File: src/rtl/glph_pkg.sv
// Package for the leaf-peeling height block: word types, codes and defaults.
// Depends on nothing; graph_leaf_peel_height takes it in.
package glph_pkg;

  // Default size of the vertex store
  localparam int MAX_VERTICES_DEF = 64;

  // Register reset and height ceiling
  localparam logic [5:0] DEPTH_RESET = 6'd2;
  localparam logic [5:0] HEIGHT_MAX  = 6'd63;

  // Command codes
  localparam logic CMD_ADD = 1'b0;
  localparam logic CMD_RUN = 1'b1;

  // Input word
  typedef struct packed {
    logic       command;
    logic [5:0] end_a;
    logic [5:0] end_b;
    logic [6:0] vertex_count;
  } glph_in_t;

  // Result word
  typedef struct packed {
    logic [5:0] vertex_id;
    logic [5:0] height;
    logic       height_valid;
    logic       is_exterior;
    logic       last;
  } glph_out_t;

endpackage

File: src/rtl/glph_stream_if.sv
// Valid/ready channel carrying one word of a given payload type.
// Depends on nothing; the payload types come from glph_pkg at instantiation.
interface glph_stream_if #(
  parameter type T = logic
) ();
  logic valid;
  logic ready;
  T     payload;

  modport source (output valid, output payload, input ready);
  modport sink   (input valid, input payload, output ready);
endinterface

File: src/rtl/graph_leaf_peel_height.sv
// Leaf-peeling height of an undirected graph: edge loader, round sequencer,
// shared leaf-test unit and result sweep. Depends on glph_pkg, glph_stream_if, glph_ram.
//
//  channel   dir  word        handshake
//  items     in   glph_in_t   valid/ready, taken when both high
//  results   out  glph_out_t  valid/ready, taken when both high
//  cfg       in   6 bits      cfg_write/cfg_data, written at the edge
//
// An add word is accepted, then both rows are read, modified and written in the
// row RAM; an ignored add word and a run word with count zero are taken in the idle
// state alone. A run word with n vertices is peeled in rounds, each vertex of a round
// being a row read then one pass through the shared leaf test, each round closed by an
// end step; each result then takes a height read, a load and a hold until the sink is ready.
// Reset is synchronous; the adjacency store is cleared at once through per-row valid
// flags, after reset and at the end of each run, with no clearing pass.
// Input is taken only when the sequencer is idle; a stalled result holds the sweep.
module graph_leaf_peel_height #(
  parameter int MAX_VERTICES = glph_pkg::MAX_VERTICES_DEF
) (
  input  logic                clk,
  input  logic                rst,
  glph_stream_if.sink         items,
  glph_stream_if.source       results,
  input  logic                cfg_write,
  input  logic [5:0]          cfg_data
);

  import glph_pkg::*;

  localparam int VW = $clog2(MAX_VERTICES);
  localparam int CW = $clog2(MAX_VERTICES + 1);

  // Sequencer codes
  localparam logic [3:0] S_IDLE   = 4'd0;
  localparam logic [3:0] S_E_RDA  = 4'd1;
  localparam logic [3:0] S_E_WRA  = 4'd2;
  localparam logic [3:0] S_E_WRB  = 4'd3;
  localparam logic [3:0] S_P_RD   = 4'd4;
  localparam logic [3:0] S_P_EVAL = 4'd5;
  localparam logic [3:0] S_P_END  = 4'd6;
  localparam logic [3:0] S_O_RD   = 4'd7;
  localparam logic [3:0] S_O_LD   = 4'd8;
  localparam logic [3:0] S_O_HOLD = 4'd9;

  logic [3:0]              state;
  logic [CW-1:0]           idx;
  logic [CW-1:0]           n_cnt;
  logic [VW-1:0]           ea;
  logic [VW-1:0]           eb;
  logic [5:0]              depth;
  logic [5:0]              round;
  logic [MAX_VERTICES-1:0] peeled;
  logic [MAX_VERTICES-1:0] batch;
  logic [MAX_VERTICES-1:0] nmask;
  logic [MAX_VERTICES-1:0] rowv;
  glph_out_t               out_q;
  logic                    out_valid;

  // RAM ports
  logic                    row_we;
  logic [VW-1:0]           row_waddr;
  logic [MAX_VERTICES-1:0] row_wdata;
  logic [VW-1:0]           row_raddr;
  logic [MAX_VERTICES-1:0] row_rdata;
  logic                    h_we;
  logic [5:0]              h_rdata;

  // Decode of the incoming word
  glph_in_t                in_w;
  logic [CW-1:0]           n_calc;
  logic [MAX_VERTICES-1:0] run_mask;
  logic                    edge_ok;

  // Shared leaf test
  logic [VW-1:0]           iv;
  logic [MAX_VERTICES-1:0] row_eff;
  logic [MAX_VERTICES-1:0] live;
  logic [MAX_VERTICES-1:0] live_m1;
  logic                    leaf_hit;
  logic                    is_last;

  assign in_w = items.payload;
  assign iv   = idx[VW-1:0];

  // Clamp the count and build the in-range vertex mask
  always_comb begin
    if (int'(in_w.vertex_count) > MAX_VERTICES) begin
      n_calc = CW'(MAX_VERTICES);
    end else begin
      n_calc = CW'(in_w.vertex_count);
    end
    for (int j = 0; j < MAX_VERTICES; j++) begin
      run_mask[j] = (j < int'(n_calc));
    end
  end

  assign edge_ok = (in_w.end_a != in_w.end_b) && (int'(in_w.end_a) < MAX_VERTICES)
                   && (int'(in_w.end_b) < MAX_VERTICES);

  // Leaf test: at most one unpeeled in-range neighbour, i.e. x & (x-1) == 0
  assign row_eff  = rowv[iv] ? row_rdata : '0;
  assign live     = row_eff & ~peeled & nmask;
  assign live_m1  = live - MAX_VERTICES'(1);
  assign leaf_hit = !peeled[iv] && ((live & live_m1) == '0);
  assign is_last  = ((idx + CW'(1)) == n_cnt);

  // RAM control per state
  always_comb begin
    row_we    = 1'b0;
    row_waddr = ea;
    row_wdata = '0;
    row_raddr = iv;
    case (state)
      S_E_RDA: begin
        row_raddr = ea;
      end
      S_E_WRA: begin
        row_we    = 1'b1;
        row_waddr = ea;
        row_wdata = (rowv[ea] ? row_rdata : '0) | (MAX_VERTICES'(1) << eb);
        row_raddr = eb;
      end
      S_E_WRB: begin
        row_we    = 1'b1;
        row_waddr = eb;
        row_wdata = (rowv[eb] ? row_rdata : '0) | (MAX_VERTICES'(1) << ea);
      end
      default: begin
        row_raddr = iv;
      end
    endcase
  end

  assign h_we = (state == S_P_EVAL) && leaf_hit;

  glph_ram #(
    .WIDTH (MAX_VERTICES),
    .DEPTH (MAX_VERTICES)
  ) u_rows (
    .clk   (clk),
    .we    (row_we),
    .waddr (row_waddr),
    .wdata (row_wdata),
    .raddr (row_raddr),
    .rdata (row_rdata)
  );

  glph_ram #(
    .WIDTH (6),
    .DEPTH (MAX_VERTICES)
  ) u_heights (
    .clk   (clk),
    .we    (h_we),
    .waddr (iv),
    .wdata (round),
    .raddr (iv),
    .rdata (h_rdata)
  );

  assign items.ready     = (state == S_IDLE);
  assign results.valid   = out_valid;
  assign results.payload = out_q;

  // Config register
  always_ff @(posedge clk) begin
    if (rst) begin
      depth <= DEPTH_RESET;
    end else if (cfg_write) begin
      depth <= cfg_data;
    end
  end

  // Sequencer
  always_ff @(posedge clk) begin
    if (rst) begin
      state     <= S_IDLE;
      rowv      <= '0;
      peeled    <= '0;
      batch     <= '0;
      out_valid <= 1'b0;
      idx       <= '0;
      round     <= '0;
    end else begin
      case (state)
        S_IDLE: begin
          if (items.valid) begin
            if (in_w.command == CMD_ADD) begin
              ea <= VW'(in_w.end_a);
              eb <= VW'(in_w.end_b);
              if (edge_ok) begin
                state <= S_E_RDA;
              end
            end else if (n_calc == '0) begin
              rowv <= '0;
            end else begin
              n_cnt  <= n_calc;
              nmask  <= run_mask;
              peeled <= '0;
              batch  <= '0;
              round  <= '0;
              idx    <= '0;
              state  <= S_P_RD;
            end
          end
        end
        S_E_RDA: begin
          state <= S_E_WRA;
        end
        S_E_WRA: begin
          rowv[ea] <= 1'b1;
          state    <= S_E_WRB;
        end
        S_E_WRB: begin
          rowv[eb] <= 1'b1;
          state    <= S_IDLE;
        end
        S_P_RD: begin
          state <= S_P_EVAL;
        end
        S_P_EVAL: begin
          if (leaf_hit) begin
            batch[iv] <= 1'b1;
          end
          if (is_last) begin
            state <= S_P_END;
          end else begin
            idx   <= idx + CW'(1);
            state <= S_P_RD;
          end
        end
        S_P_END: begin
          idx <= '0;
          if (batch == '0) begin
            state <= S_O_RD;
          end else begin
            peeled <= peeled | batch;
            batch  <= '0;
            if (round != HEIGHT_MAX) begin
              round <= round + 6'd1;
            end
            state <= S_P_RD;
          end
        end
        S_O_RD: begin
          state <= S_O_LD;
        end
        S_O_LD: begin
          out_q.vertex_id    <= 6'(idx);
          out_q.height       <= peeled[iv] ? h_rdata : 6'd0;
          out_q.height_valid <= peeled[iv];
          out_q.is_exterior  <= peeled[iv] && (h_rdata < depth);
          out_q.last         <= is_last;
          out_valid          <= 1'b1;
          state              <= S_O_HOLD;
        end
        S_O_HOLD: begin
          if (results.ready) begin
            out_valid <= 1'b0;
            if (is_last) begin
              rowv  <= '0;
              state <= S_IDLE;
            end else begin
              idx   <= idx + CW'(1);
              state <= S_O_RD;
            end
          end
        end
        default: begin
          state <= S_IDLE;
        end
      endcase
    end
  end

endmodule

File: src/rtl/glph_ram.sv
// Generic RAM: one write port and one read port with registered read data.
// Depends on nothing.
module glph_ram #(
  parameter int WIDTH = 8,
  parameter int DEPTH = 16,
  localparam int AW   = (DEPTH > 1) ? $clog2(DEPTH) : 1
) (
  input  logic             clk,
  input  logic             we,
  input  logic [AW-1:0]    waddr,
  input  logic [WIDTH-1:0] wdata,
  input  logic [AW-1:0]    raddr,
  output logic [WIDTH-1:0] rdata
);

  logic [WIDTH-1:0] mem [DEPTH];

  // Write port
  always_ff @(posedge clk) begin
    if (we) begin
      mem[waddr] <= wdata;
    end
  end

  // Registered read port
  always_ff @(posedge clk) begin
    rdata <= mem[raddr];
  end

endmodule
File: src/flat_wrapper.sv
// flat-port wrapper written by rule: the top's interface ports become plain ports
module graph_leaf_peel_height_flat import glph_pkg::*;
#(
  parameter int MAX_VERTICES = glph_pkg::MAX_VERTICES_DEF
)
  (clk, rst, cfg_write, cfg_data, items_valid, items_payload, items_ready, results_valid, results_payload, results_ready);
  glph_stream_if items_i ();
  glph_stream_if results_i ();
  input  logic clk;
  input  logic rst;
  input  logic cfg_write;
  input  logic [5:0] cfg_data;
  input wire logic [$bits(items_i.valid)-1:0] items_valid;
  input wire logic [$bits(items_i.payload)-1:0] items_payload;
  output wire logic [$bits(items_i.ready)-1:0] items_ready;
  output wire logic [$bits(results_i.valid)-1:0] results_valid;
  output wire logic [$bits(results_i.payload)-1:0] results_payload;
  input wire logic [$bits(results_i.ready)-1:0] results_ready;
  assign items_i.valid = items_valid;
  assign items_i.payload = items_payload;
  assign items_ready = items_i.ready;
  assign results_valid = results_i.valid;
  assign results_payload = results_i.payload;
  assign results_i.ready = results_ready;
  graph_leaf_peel_height #(.MAX_VERTICES(MAX_VERTICES)) u_core (.clk(clk), .rst(rst), .items(items_i), .results(results_i), .cfg_write(cfg_write), .cfg_data(cfg_data));
endmodule
File: config.mk
export PLATFORM = sky130hd
export DESIGN_NAME = graph_leaf_peel_height_flat
export DESIGN_NICKNAME = d
export VERILOG_FILES = /design/src/rtl/glph_pkg.sv /design/src/rtl/glph_stream_if.sv /design/src/rtl/graph_leaf_peel_height.sv /design/src/rtl/glph_ram.sv /design/src/flat_wrapper.sv
export SDC_FILE = /design/constraint.sdc
export NUM_CORES = 1
export LEC_CHECK = 0
export ABC_AREA = 1
export BUFFER_PORTS_ARGS = -buffer_cell sky130_fd_sc_hd__buf_2
export CAP_MARGIN = 10
export CORE_MARGIN = 1
export CORE_UTILIZATION = 60
export CTS_BUF_LIST = sky130_fd_sc_hd__clkbuf_8
export CTS_CLUSTER_SIZE = 24
export DETAILED_ROUTE_END_ITERATION = 16
export GPL_TIMING_DRIVEN = 0
export HOLD_SLACK_MARGIN = 0.12
export PLACE_DENSITY = 0.75
export SLEW_MARGIN = 0
export SYNTH_ARGS = -nofsm -noshare
export SYNTH_HDL_FRONTEND = slang
export SYNTH_HIERARCHICAL = 1
export SYNTH_MEMORY_MAX_BITS = 65536
export SYNTH_SLANG_ARGS = --single-unit
File: constraint.sdc
create_clock -name clk -period 2.1 [get_ports clk]
set_input_delay 0.42 -clock clk [delete_from_list [all_inputs] [get_ports clk]]
set_output_delay 0.42 -clock clk [all_outputs]
set_load 0.01 [all_outputs]
== Word level (Yosys, flattened, before mapping) ==
Cells that the tools add are included.

* Bits of input ports: 12
* Output and inout bits: 3
* Register bits after elaboration: 141

* Mux-type cells: 17
* Reductions and logical operators: 13
* $lt $le $gt $ge: 2
* Bitwise gates (word level): 5
* Add/sub/neg operators: 1
* Eq/ne operators: 12

{| class="wikitable"
|+ Operators by type and width
! kind !! number
|-
| $mux W64 || 2
|-
| $or A64 B64 Y64 || 2
|-
| $pmux W64 S2 || 1
|-
| $logic_not A64 Y1 || 1
|-
| $pmux W4 S9 || 1
|-
| $pmux W7 S3 || 1
|-
| $eq A4 B3 Y1 const B || 4
|-
| $mux W7 || 2
|-
| $reduce_and A2 Y1 || 5
|-
| $eq A4 B4 Y1 const B || 2
|-
| $add A7 B1 Y7 const B || 1
|-
| $eq A7 B7 Y1 const B || 1
|-
| $lt A6 B7 Y1 const B || 1
|-
| $bmux W1 S6 || 1
|-
| $demux W1 S6 || 1
|-
| $ge A6 B1 Y1 const B || 1
|-
| $eq A4 B1 Y1 const B || 1
|-
| $eq A4 B2 Y1 const B || 1
|-
| $logic_not A4 Y1 || 1
|-
| $mux W2 || 2
|-
| $mux W4 || 1
|-
| $ne A2 B2 Y1 const B || 2
|-
| $reduce_bool A2 Y1 || 2
|-
| $mux W1 || 3
|-
| 8 further kinds || 10
|}

== Depth between registers and ports, before layout ==
Gate-level depths: netlist of the first run.

* Depth in word-level cells: 7
* Mapped depth: 13
* Depth with buffers taken out: 11

== Worst setup path after synthesis of the first run ==
OpenSTA, ideal clock, no wires.

* Path kind: reg-to-reg
* From: reg u_core.idx[0]
* To: reg u_core.batch[10]
* Data arrival time: 1563 ps
* Required time: 2034 ps
* Path buffers: 3
* Cell stages (with the launch flop): 14
* Library setup time: 66 ps
* Setup slack: 470 ps
* Cells stage by stage: dfxtp_1 buf_6 buf_6 nand2_1 nand3_1 nand2_1 o21ai_1 nand2_1 nor2_1 nand2_2 nand2_8 buf_12 nand3_2 a21oi_2

* Word-level cells in the longest chain between the ends: 7

{| class="wikitable"
|+ RTL lines
! item !! RTL line !! RTL
|-
| start, declared || graph_leaf_peel_height.sv:46 || <nowiki>logic [CW-1:0] idx;</nowiki>
|-
| start signal, assigned || graph_leaf_peel_height.sv:227 || <nowiki>idx <= idx + CW'(1);</nowiki>
|-
| start signal, assigned || graph_leaf_peel_height.sv:263 || <nowiki>idx <= idx + CW'(1);</nowiki>
|-
| $lt A6 B7 Y1 (not written as such) or $ge A6 B1 Y1 (tied branches) || graph_leaf_peel_height.sv:222 || <nowiki>batch[iv] <= 1'b1;</nowiki>
|-
| $logic_and A1 B1 Y1 (not written as such) || graph_leaf_peel_height.sv:222 ||
|-
| $mux W1 (not written as such) || graph_leaf_peel_height.sv:222 ||
|-
| $demux W1 S6 || n/a ||
|-
| $or A64 B64 Y64 (no line) || n/a ||
|-
| $mux W64 || graph_leaf_peel_height.sv:221 || <nowiki>if (leaf_hit) begin</nowiki>
|-
| $pmux W64 S2 || graph_leaf_peel_height.sv:184 || <nowiki>case (state)</nowiki>
|-
| end signal, assigned || graph_leaf_peel_height.sv:179 || <nowiki>batch <= '0;</nowiki>
|-
| end signal, assigned || graph_leaf_peel_height.sv:199 || <nowiki>batch <= '0;</nowiki>
|-
| end signal, assigned by index || graph_leaf_peel_height.sv:222 ||
|-
| end, declared || graph_leaf_peel_height.sv:53 || <nowiki>logic [MAX_VERTICES-1:0] batch;</nowiki>
|}

Parallel ways exist; a longest one is shown, timed or not. The select of a mux whose other input is x is not followed.
A chain may end at the register's enable or synchronous reset.

== Worst setup path in the final report of the first run ==
* From: reg u_core.idx[0]
* To: reg u_core.batch[36]

Same word-level chain as after synthesis.

==> flow_results.org, run 1 <==
** Timing
- Final Setup Violations :: 0
- Least-Margin Pin Slew :: between 0.5 and 0.6 ns
- Of the available clock period, the critical path in the final layout requires 0.970.
- Summed over all failing endpoints, the final setup total negative slack is 0 ns.
- The worst pin sits at a relative slew slack of 0.613.
- The final-report hold violation count is 0.
- Timing-limited maximum frequency :: roughly 500 MHz
- Counting I/O delays and the setup requirement, the final critical path takes 2.04 ns.
- On the final layout, the worst clock skew is between 0.01 and 0.015 ns.
- Unrepaired setup endpoints after global routing :: true
- The number of pins with negative max-slew slack in the final report came to 0.

** Layout
- 0 antenna diodes ended up in the layout.
- The library cells used most frequently in the layout, excluding fill and tap cells, are 164 x sky130_fd_sc_hd__nand2_1, 148 x sky130_fd_sc_hd__inv_1, 137 x sky130_fd_sc_hd__dfxtp_1.
- The library cell used most frequently in the layout, excluding fill and tap cells, is sky130_fd_sc_hd__nand2_1.
- Final-layout fill cell count :: between 800 and 900
- In the final layout, the share of cells above drive strength 1 is 0.242.
- Number of nets in the final layout :: 907
- Final standard cell utilization of the core :: 0.710
- Compared with the post-synthesis result, the final layout area differs by 12.7%.

** Power
- Switching Share :: 0.215
- Of the total power, the clock network draws 0.439.
- Pwr Density :: roughly 650 nW/um2
- Switching power :: roughly 1.0 mW
- For this design the static power due to leakage is 2.67 nW.
- Part of the total power dissipated in combinational logic :: 0.016
- IR Drop Worst-Case VDD :: 499 uV
- The internal portion of the total power is 3.79 mW.
- Of the total power, registers draw 0.545.

** Place
- Placer's final routability congestion estimate :: 0.905
- Port Buffers :: 4
- The HPWL after detailed placement is ~11000 um.

** Yosys
- Counting flops with an async set or reset pin after synthesis yields a share of 0.
- Share of cell area taken by muxes after synthesis :: 0
- Most frequently used flop master after synthesis :: sky130_fd_sc_hd__dfxtp_1
- Yosys mapped a number of flops with a built-in enable equal to 0.
- Synthesized-area fraction occupied by xor and xnor cells :: 0
- Post-Synth Simple-Gate Area :: 0.296
- After synthesis, the largest family of logic cells by area is simple AND/OR/NAND/NOR gates.
- Counting every net in the synthesized netlist gives 875.
- Mapped Area :: 6620 um2
- Yosys printed 6 warnings.
- Distinct cell type count of the synthesized netlist :: 28
- Share of the synthesized area in compound gates (AO/OA/AOI/OAI) :: 0.146
- Syn Inst Count :: about 860
- Portion of the post-synthesis area used by sequential elements :: 0.420
- Avg Synthesized Cell Area :: 7.67 um2
- Adder and majority cell fraction of the synthesized area :: 0
- Counting flops and latches in the post-synthesis netlist gives between 100 and 150.

** Run
- Max Cap Violations :: 0

** Drt
- Drt pass-1 iters :: 5
- After detailed routing, the number of remaining DRC violations is 0.
- Total routed wirelength :: 17000 um
- Via count :: 5699
- Via-to-Cell Ratio :: about 5.5
- Post-DRT Antenna Nets :: 0
- Iter 0 DRT Violations :: 538
- After detailed routing, the average wire length per cell comes to 16.2 um.

** Setup path
- For the worst setup path, the data arrival time is 2.44 ns.
- On the critical path, the stage with the largest delay is an instance of sky130_fd_sc_hd__dfxtp_4.
- Worst Path Buf+Inv :: 3
- Capturing element type of the critical path :: register
- The critical path crosses 13 cells after its start point.
- The kind of cell with the highest combined delay along the critical path is simple AND/OR/NAND/NOR gates.
- At the worst endpoint, the required time is 2.50 ns.
- For this run, the slowest stage of the critical path takes 0.38 ns.
- STA classifies the critical path startpoint as a register.
- The number of cells on the worst reg-to-reg path is 13.
- The critical path in this run is classified as register to register.
- Maximum fanout encountered on the critical timing path :: 10
- Sequence of cells on the critical path :: buf_12 -> buf_12 -> nand2_1 -> nand3_1 -> nand2_1 -> o21ai_2 -> nand2_1 -> nor2_2 -> nand2_4 -> nand2_8 -> buf_12 -> nand3_2 -> a21oi_2

** Worst hold path
- Type of the worst min-delay path :: primary input to register
- The worst hold path was traced through 4 stages.

** Die
- The total area inside the core boundary comes to 10500 um2.
- Top-level I/O count :: 15
- In this run the core area contains 37 standard-cell rows.
- For this configuration, the core starts out at a cell density of 0.630.
- Horizontal die dimension :: 107 um
- The die covers 11500 um2.
- Die height :: between 100 and 150 um

** Outcome
- Result of the run :: finished clean

** Global routing
- Summed over all layers, the global routing overflow is 0.
- Wire length of the first global-routing pass :: around 27000 um
- The via count of the first global-routing pass came to 5287.
- Largest net degree at the start of global routing :: 17
- Number of antenna violations at the first check in global routing :: 0
- Total global-route track usage :: 0.315

** Clock network
- The clock passes through at most 2 buffers.
- Depth of the CTS H-tree :: 4
- At the later pin of the worst-skew pair, clock insertion delay measures 0.47 ns.
- Hold buffers post-CTS :: 0
- Buffers inserted during clock tree synthesis total 17.
- Number of clock sinks seen by CTS :: 139
- TritonCTS clock tree :: yes
- Clock Tree Root :: sky130_fd_sc_hd__clkbuf_8
- After clock tree synthesis, the clock-pin slew on the worst setup and hold paths is 0.07 ns.
## metrics by stage
step | cells | total power, mW | setup slack (ns) | instance area (um2) | hold slack [ns]
after floorplan | 863 | 2.75 | 0.470 | 6620 | 0.430
after global routing | 1044 | 4.98 | -0.0261 | 7460 | 0.329
after detailed placement | 1003 | 2.77 | -0.131 | 6810 | 0.447
after global placement | 1003 | 2.76 | -0.114 | 6810 | 0.442
final | 1044 | 4.83 | 0.0636 | 7460 | 0.323
after CTS | 1037 | 4.85 | -0.0199 | 7250 | 0.288
## registers in the layout, summed over array words and instances (netlist names)
| signal | cells |
|---|---|
| u_core/state | 4 |
| u_core/results.valid | 1 |
| u_core/batch | 64 |
| u_core/idx | 6 |
| u_core/peeled | 64 |
## layer usage
layer	track usage	up-vias	share of wire
met1	0.416	2628	0.43
met4	0.158	0	0.034
met5	0	-	0
li1	-	2790	-
met3	0.0705	42	0.082
met2	0.485	239	0.45
## power groups by stage
| stage | registers [mW] | clock network, mW | logic [mW] |
|---|---|---|---|
| floorplan | 2.70 | 0 | 0.0508 |
| global placement | 2.70 | 0 | 0.0699 |
| detailed placement | 2.70 | 0 | 0.0707 |
| CTS | 2.63 | 2.14 | 0.0712 |
| global route | 2.63 | 2.26 | 0.0812 |
| finish | 2.63 | 2.12 | 0.0769 |
## cell type report
cell class	instances	area, um2	area share
flip-flops and latches	139	2790	0.374
multi-input cells	531	2990	0.400
clock buffers	24	330	0.0443
clock inverters	8	65.1	0.00872
well taps	136	170	0.0228
plain buffers	41	409	0.0548
inverters	152	576	0.0772
repair buffers	13	135	0.0181
## kinds of logic after synthesis
group                  after synthesis
buffers and inverters              194
and+or+nand+nor                    383
DFF                                139
AOI/OAI and AO/OA                  146
other                                1
## timing repair
item / in CTS / in global routing
gates cloned: 0 / 3
buffers inserted: 2 / 5
pin swaps: 1 / 6
gates resized for setup: 6 / 42
endpoints found under the hold margin: 0 / 0
endpoints found under the setup margin: 64 / 124
## Yosys cell counts, types with 3 or more instances
cell	instances	area, um2
sky130_fd_sc_hd__nor2_1	78	293
sky130_fd_sc_hd__nand3_2	60	601
sky130_fd_sc_hd__nand4_1	15	93.8
sky130_fd_sc_hd__inv_1	147	552
sky130_fd_sc_hd__a31oi_1	3	18.8
sky130_fd_sc_hd__buf_4	9	67.6
sky130_fd_sc_hd__nand3_1	40	200
sky130_fd_sc_hd__inv_2	5	18.8
sky130_fd_sc_hd__buf_6	4	45.0
sky130_fd_sc_hd__nor2_2	4	25.0
sky130_fd_sc_hd__a21oi_2	60	526
sky130_fd_sc_hd__buf_2	14	70.1
sky130_fd_sc_hd__o21ai_0	3	15.0
sky130_fd_sc_hd__nand2_1	165	619
sky130_fd_sc_hd__nor3_1	17	85.1
sky130_fd_sc_hd__a21oi_1	70	350
sky130_fd_sc_hd__buf_12	6	120
sky130_fd_sc_hd__o21ai_1	8	40.0
sky130_fd_sc_hd__dfxtp_1	139	2780
sky130_fd_sc_hd__clkbuf_1	8	30.0
## path summary, 6_finish.rpt
check,start,end,slack [ns]
min,results_ready,u_core/state[3]$_SDFFE_PP0P_,0.32
max reg2reg,u_core/idx[0]$_SDFFE_PP0P_,u_core/batch[36]$_SDFFE_PP0P_,0.06
max,u_core/idx[0]$_SDFFE_PP0P_,u_core/batch[36]$_SDFFE_PP0P_,0.06
min reg2reg,u_core/peeled[34]$_SDFFE_PP0P_,u_core/peeled[34]$_SDFFE_PP0P_,0.46
## worst min-delay path, stage by stage
cell                      delay [ns]
sky130_fd_sc_hd__buf_2          0.07
sky130_fd_sc_hd__inv_1          0.04
sky130_fd_sc_hd__nand4_1        0.11
sky130_fd_sc_hd__a31oi_1        0.08
(Power assumes the default switching activity.)
==> run 2: changes to the inputs <==
--- a/config.mk
+++ b/config.mk
@@ -6,7 +6,7 @@
 export NUM_CORES = 1
 export LEC_CHECK = 0
 export ABC_AREA = 1
-export BUFFER_PORTS_ARGS = -buffer_cell sky130_fd_sc_hd__buf_2
+export BUFFER_PORTS_ARGS = -buffer_cell sky130_fd_sc_hd__buf_4
 export CAP_MARGIN = 10
 export CORE_MARGIN = 1
 export CORE_UTILIZATION = 60
==> flow_results.org, run 2 (synthesized netlist as in run 1, its figures left out) <==
** Layout
- The post-layout net count is 903 (-0.44%).
- Most common library cell in the layout ignoring fill and taps :: sky130_fd_sc_hd__nand2_1
- The area of all placed cells without fillers came to 7450 um2 (-0.13%).
- The largest registers in the layout are u_core/batch (64), u_core/peeled (64), u_core/idx (6).
- Non-filler instance count after layout :: 1039 (-0.48%)
- Area Growth Syn to Fin :: 12.5%
- The filler cell count came to 806 (-2.3%).
- The total inserted antenna cells came to 0 (unchanged).
- The footprint of the multi-input gates was 2980 um2 (-0.13%).
- Fraction of final layout cells with drive strength greater than 1 :: 0.239 (-0.00309)
- In the layout the commonest cells are 164 x sky130_fd_sc_hd__nand2_1, 146 x sky130_fd_sc_hd__inv_1, 137 x sky130_fd_sc_hd__dfxtp_1.
- The flip-flop and latch area is 2790 um2 (unchanged).

** Power
- Leakage :: 2.65 nW (-0.81%)
- The total power divided by cell area was 694 nW/um2 (+7.3%).
- IR Drop Worst-Case VDD :: 565 uV (+13%)
- Total power consumption of the routed design :: 5.17 mW (+7.1%)

** Die
- Die height :: 107 um (unchanged)
- The area of the die came to 11500 um2 (unchanged).
- Horizontal die dimension :: 107 um (unchanged)
- The I/O pin count was 15 (unchanged).
- Standard-cell rows :: 37 (unchanged)
- The core region area came to 10500 um2 (unchanged).
- Initial core utilization :: 0.630 (unchanged)

** Setup path
- STA classifies the critical path startpoint as a register.
- Maximum fanout encountered on the critical timing path :: 10 (unchanged)
- Critical path required time :: 2.49 ns (about the same)
- Capturing element type of the critical path :: register
- The critical path data arrival time was 2.41 ns (-0.03 ns).
- The critical path is of the register to register type.

** Place
- Hpwl dp :: 11300 um (+1.3%)
- The total cell area at the placement stage came to 6820 um2 (+0.15%).
- Port Buffers :: 4 (unchanged)
- The count of placed standard cells including taps is 1003 (unchanged).
- The routability-driven placement congestion ratio came to 0.895 (-1.1%).

** Outcome
- Result of the run :: finished clean

** Global routing
- The initial antenna violation count is 0 (unchanged).
- Number of global-route vias before repair :: 5380 (+1.8%)
- Largest net degree at the start of global routing :: 17 (unchanged)
- Wire length of the first global-routing pass :: 26700 um (-0.79%)
- The global-route congestion overflow total was 0 (unchanged).
- Total global-route track usage :: 0.312 (-0.00326)

** Drt
- The count of antenna-violating nets left after detailed routing is 0 (unchanged).
- The ratio of routed vias to standard cells was 5.50 (+0.68%).
- The wire length per cell is 16.3 um (+0.48%).
- Total routed wirelength :: 17000 um (about the same)
- Count of unresolved DRC violations after routing :: 0 (unchanged)
- The count of routing violations after the opening detailed-route iteration came to 644 (+20%).
- Drt pass-1 iters :: 9 (+4)
- The total number of vias was 5710 (+0.19%).

** Clock network
- The clock transition at the registers of the reported paths is 0.07 ns (about the same).
- The clock latency on the worst-skew pair is 0.46 ns (about the same).
- Depth of the CTS H-tree :: 4 (unchanged)
- The count of clock tree sinks is 139 (unchanged).
- Inserted Clock Buffers :: 17 (unchanged)
- TritonCTS clock tree :: yes
- The number of hold buffers added after CTS is 0 (unchanged).
- Clock Tree Root :: sky130_fd_sc_hd__clkbuf_8
- Clock Path Buffers :: 2 (unchanged)

** Timing
- The clock period minus final worst setup slack is 2.02 ns (-0.0179 ns).
- Final hold viol count :: 0 (unchanged)
- Final Setup Violations :: 0 (unchanged)
- Final worst clock skew :: 0.0120 ns (-0.000481 ns)
- The share of the cycle needed by the critical path after routing was 0.961 (-0.00850).
- The slew at the pin closest to its max-slew limit was 0.579 ns (-0.00145 ns).
- The number of pins with negative max-slew slack in the final report came to 0 (unchanged).
- Timing-limited maximum frequency :: 495 MHz (+0.88%)
- The worst relative slew slack was 0.614 (+0.000969).

** Run
- The number of max-cap violations was 0 (unchanged).

** Worst hold path
- Type of the worst min-delay path :: primary input to register
run 2: path summary, 6_finish.rpt:
kind                                       end  slack, ns  depth (start not counted)                            from
min reg2reg     u_core/peeled[48]$_SDFFE_PP0P_       0.46                          2  u_core/peeled[48]$_SDFFE_PP0P_
max reg2reg      u_core/batch[43]$_SDFFE_PP0P_       0.08                         13      u_core/idx[0]$_SDFFE_PP0P_
min          u_core/results.valid$_SDFFE_PP0P_       0.34                          4                   results_ready
max              u_core/batch[43]$_SDFFE_PP0P_       0.08                         13      u_core/idx[0]$_SDFFE_PP0P_
run 2: metrics by stage:
step | hold WS (ns) | setup WS (ns) | setup TNS (ns) | util
global route | 0.336 | -0.0382 | -0.734 | 0.709
detailed placement | 0.449 | -0.145 | -7.85 | 0.649
finish | 0.344 | 0.0815 | 0 | 0.709
floorplan | 0.430 | 0.470 | 0 | -
global placement | 0.442 | -0.115 | -6.50 | 0.649
CTS | 0.301 | 0.0291 | 0 | 0.698
run 2: cell type report:
type | instances | area share
multi-input combinational | 531 | 0.400
sequential | 139 | 0.374
inverter | 152 | 0.0773
buffer | 41 | 0.0532
clock buffer | 19 | 0.0351
clock inverter | 12 | 0.0262
tap | 136 | 0.0228
timing repair buffer | 9 | 0.0107
run 2: metal layers:
layer,up-vias,routed length [um],track usage
li1,2778,-,-
met2,200,8000,0.494
met3,37,1120,0.0632
met4,0,458,0.159
met5,-,0,0
met1,2695,7380,0.402
run 2: repair_timing:
action,CTS,global route
gates cloned,0,1
setup buffers,3,2
resized for setup,6,40
pin swaps,1,4
endpoints found under the setup margin,64,81
run 2: power breakdown:
group          internal, mW  switching [mW]  leakage (nW)
Combinational        0.0167          0.0608          1.30
Sequential             2.63     0.000000874          1.12
Clock                  1.46           0.997         0.231
Total                  4.11            1.06          2.65
run 2: worst max-delay path: stages, from the launching register on:
cell                      delay [ns]
sky130_fd_sc_hd__dfxtp_4        0.38
sky130_fd_sc_hd__buf_12         0.15
sky130_fd_sc_hd__buf_8          0.16
sky130_fd_sc_hd__nand2_1        0.06
sky130_fd_sc_hd__nand3_1        0.10
sky130_fd_sc_hd__nand2_1        0.07
sky130_fd_sc_hd__o21ai_1        0.17
sky130_fd_sc_hd__nand2_1        0.09
sky130_fd_sc_hd__nor2_2         0.15
sky130_fd_sc_hd__nand2_4        0.11
sky130_fd_sc_hd__nand2_8        0.15
sky130_fd_sc_hd__buf_12         0.15
sky130_fd_sc_hd__nand3_2        0.08
sky130_fd_sc_hd__a21oi_2        0.13
==> run 3: changes to the inputs <==
--- a/config.mk
+++ b/config.mk
@@ -8,9 +8,10 @@
 export ABC_AREA = 1
 export BUFFER_PORTS_ARGS = -buffer_cell sky130_fd_sc_hd__buf_4
 export CAP_MARGIN = 10
+export CORE_ASPECT_RATIO = 1.2
 export CORE_MARGIN = 1
 export CORE_UTILIZATION = 60
-export CTS_BUF_LIST = sky130_fd_sc_hd__clkbuf_8
+export CTS_BUF_LIST = sky130_fd_sc_hd__clkbuf_4 sky130_fd_sc_hd__clkbuf_8
 export CTS_CLUSTER_SIZE = 24
 export DETAILED_ROUTE_END_ITERATION = 16
 export GPL_TIMING_DRIVEN = 0
==> flow_results.org, run 3 (synthesized netlist as in run 1, its figures left out) <==
** Timing
- Final Max Slew Viols :: 0 (unchanged)
- Unrepaired setup endpoints after global routing :: true
- The final-report hold violation count came to 0 (unchanged).
- Final worst setup slack :: -0.0143 ns (-0.0957 ns)
- Least-Margin Pin Slew :: 0.630 ns (+0.0506 ns)
- The clock period minus final worst setup slack came to 2.11 ns (+0.0957 ns).
- The largest clock skew in the final design is 0.0101 ns (-0.00190 ns).
- The final number of setup-violating endpoints is 1 (+1).
- The worst relative slew slack was 0.580 (-0.0337).
- Post-route fraction of the period consumed by the critical path :: 1.01 (+0.0456)
- The achievable frequency is 473 MHz (-4.5%).
- The sum of negative setup slack was -0.0143 ns (-0.0143 ns).

** Setup path
- The endpoint identified for the worst register-to-register timing path is u_core/batch[29]$_SDFFE_PP0P_.
- Crit path largest cell delay :: 0.41 ns (+0.03 ns)
- Depth of the critical timing path with buffers and inverters included :: 13 (unchanged)
- In this design, the critical path's most frequently occurring cell is sky130_fd_sc_hd__nand2_1.
- The kind of cell with the highest combined delay along the critical path is simple AND/OR/NAND/NOR gates.
- Source of the worst register-to-register timing path :: u_core/idx[0]$_SDFFE_PP0P_
- The maximum fanout encountered on the critical timing path is 7 (-3).
- The depth of the worst register-to-register path is 13 (unchanged).
- The required time at the endpoint of the critical path came to 2.46 ns (-0.03 ns).
- The register-to-register setup slack was -0.01 ns (-0.10 ns).
- The critical path goes through buf_12 -> clkbuf_16 -> nand2_1 -> nand3_1 -> nand2_1 -> o21ai_1 -> nand2_1 -> nor2_2 -> nand2_4 -> nand2_8 -> buf_12 -> nand3_2 -> a21oi_2.
- Critical Path Source :: u_core/idx[0]$_SDFFE_PP0P_
- Worst Path Buf+Inv :: 3 (unchanged)
- Crit Path Category :: register to register
- Capturing element type of the critical path :: register
- CP max-delay cell :: sky130_fd_sc_hd__dfxtp_4
- Worst EP arrival :: 2.48 ns (+0.07 ns)
- STA classifies the critical path startpoint as a register.
- Following the worst setup path forward leads to its endpoint at u_core/batch[29]$_SDFFE_PP0P_.

** Global routing
- The first-pass GRT wire length is 26400 um (-1.2%).
- The via count of the first global-routing pass came to 5422 (+0.78%).
- GRT Residual Overflow :: 0 (unchanged)
- The maximum number of pins on one net before global-route repair was 17 (unchanged).
- Total global-route track usage :: 0.305 (-0.00687)
- The initial antenna violation count was 0 (unchanged).

** Clock network
- Clock Tree Root :: sky130_fd_sc_hd__clkbuf_8
- Clock insertion delay at the later pin of the skew report :: 0.44 ns (-0.02 ns)
- TritonCTS built the clock tree.
- Clock transition at the registers of the reported paths :: 0.07 ns (about the same)
- Hold buffers post-CTS :: 0 (unchanged)
- Clock Path Buffers :: 2 (unchanged)
- The maximum level of the CTS H-tree was 4 (unchanged).
- Inserted Clock Buffers :: 17 (unchanged)
- Number of clock sinks seen by CTS :: 139 (unchanged)

** Die
- The area of the die is 11500 um2 (about the same).
- The die boundary height is 117 um (+9.4%).
- Placeable core region :: 10600 um2 (+1.0%)
- Top-level I/O count :: 15 (unchanged)
- Horizontal die dimension :: 97.9 um (-8.5%)
- Standard-cell rows :: 41 (+11%)
- Initial core utilization :: 0.623 (-0.00653)

** Layout
- Final-layout fill cell count :: 831 (+3.1%)
- From synthesis to final layout, the design area changed by 16.1%.
- Commonest cells after routing, fill and taps aside :: 162 x sky130_fd_sc_hd__nand2_1, 147 x sky130_fd_sc_hd__inv_1, 137 x sky130_fd_sc_hd__dfxtp_1
- The total inserted antenna cells is 0 (unchanged).
- The share of post-route cells with drive strength above 1 came to 0.255 (+0.0154).
- The library cell used most frequently in the layout, excluding fill and tap cells, is sky130_fd_sc_hd__nand2_1.
- Largest registers ranked by flip-flop count :: u_core/batch (64), u_core/peeled (64), u_core/idx (6)
- Number of nets in the final layout :: 915 (+1.3%)

** Outcome
- Result of the run :: finished with violations
- Violated checks :: setup timing

** Power
- The peak supply drop came to 454 uV (-20%).
- The internal power is 4.06 mW (-1.2%).
- The sequential share of power is 0.517 (+0.008).
- The static leakage was 2.77 nW (+4.5%).
- The total power divided by cell area came to 663 nW/um2 (-4.5%).
- The clock group share of total power is 0.468 (-0.008).
- Switching Share :: 0.202 (-0.00265)
- Switching power :: 1.03 mW (-2.8%)
- The combinational share of power is 0.015 (about the same).
- The final total power is 5.09 mW (-1.5%).

** Place
- The routability-driven placement congestion ratio is 0.907 (+1.3%).
- Hpwl dp :: 11200 um (-0.52%)
- Port Buffers :: 4 (unchanged)

** Worst hold path
- Type of the worst min-delay path :: primary input to register

** Drt
- Count of unresolved DRC violations after routing :: 0 (unchanged)
- The total iterations of the first detailed-routing run is 5 (-4).
- Total routed wirelength :: 18300 um (+7.7%)
- Iter 0 DRT Violations :: 568 (-12%)
- Post-DRT Antenna Nets :: 0 (unchanged)
- The total number of vias came to 5935 (+3.9%).
- The ratio of routed vias to standard cells came to 5.68 (+3.4%).
- The wire length per cell is 17.5 um (+7.2%).

** Run
- The number of max-cap violations was 0 (unchanged).
## run 3: changes by cell type in the layout (fill, tap and decap cells not counted), sizes merged
cell / before / now
clkinv: 6 / 4
buf: 36 / 37
clkinvlp: 1 / 0
clkbuf: 33 / 47
nand2: 168 / 169
bufinv: 5 / 4
## run 3: timing repair
item | in CTS | in global routing
pin swaps | 0 | 11
endpoints found under the setup margin | 60 | 99
resized for setup | 2 | 46
cloned | 0 | 10
buffers inserted | 0 | 8
## run 3: area by class of cell
| cell class | count | area (um2) | area share |
|---|---|---|---|
| Multi-Input combinational cell | 532 | 3030 | 0.394 |
| Inverter | 152 | 576 | 0.0749 |
| Clock buffer | 23 | 298 | 0.0388 |
| Sequential cell | 139 | 2790 | 0.363 |
| Clock inverter | 8 | 140 | 0.0182 |
| Buffer | 41 | 404 | 0.0526 |
| Tap cell | 129 | 161 | 0.0210 |
| Timing Repair Buffer | 20 | 290 | 0.0378 |
## run 3: how the worst min path moves through the flow
stage | start | to | slack, ns | depth (start not counted)
2_1_floorplan | u_core/peeled[58]$_SDFFE_PP0P_ | u_core/peeled[58]$_SDFFE_PP0P_ | 0.43 | 2
3_5_place_dp | u_core/peeled[58]$_SDFFE_PP0P_ | u_core/peeled[58]$_SDFFE_PP0P_ | 0.44 | 2
5_1_grt | results_ready | u_core/state[0]$_SDFFE_PP0P_ | 0.35 | 4
3_3_place_gp | u_core/peeled[58]$_SDFFE_PP0P_ | u_core/peeled[58]$_SDFFE_PP0P_ | 0.44 | 2
4_1_cts | results_ready | u_core/state[0]$_SDFFE_PP0P_ | 0.32 | 4
6_report | results_ready | u_core/state[0]$_SDFFE_PP0P_ | 0.35 | 4
## run 3: metrics by stage
stage / area (um2) / utilization / instances / hold slack [ns] / setup WS, ns
final: 7680 / 0.724 / 1044 / 0.353 / -0.0143
after global routing: 7680 / 0.724 / 1044 / 0.351 / -0.119
after CTS: 7260 / 0.684 / 1027 / 0.318 / 0.000964
after detailed placement: 6810 / 0.641 / 996 / 0.441 / -0.0538
after global placement: 6810 / 0.641 / 996 / 0.441 / -0.0216
after floorplan: 6620 / - / 863 / 0.430 / 0.470
## run 3: tightest hold or removal path, stage by stage
cell and delay (ns):
sky130_fd_sc_hd__buf_4 0.08, sky130_fd_sc_hd__inv_1 0.04, sky130_fd_sc_hd__nand4_1 0.11, sky130_fd_sc_hd__a31oi_1 0.08
## run 3: metal layers
layer,track usage,vias to the layer above,part of all wire
met5,0,-,0
met1,0.358,2744,0.39
met4,0.197,0,0.053
met3,0.0594,80,0.084
li1,-,2804,-
met2,0.517,307,0.47
## run 3: power by group through the flow
| stage | Combinational, mW | Sequential (mW) | Clock, mW |
|---|---|---|---|
| after floorplan | 0.0508 | 2.70 | 0 |
| after global placement | 0.0708 | 2.70 | 0 |
| after detailed placement | 0.0727 | 2.70 | 0 |
| after CTS | 0.0726 | 2.63 | 2.40 |
| after global routing | 0.0820 | 2.63 | 2.52 |
| final | 0.0782 | 2.63 | 2.38 |
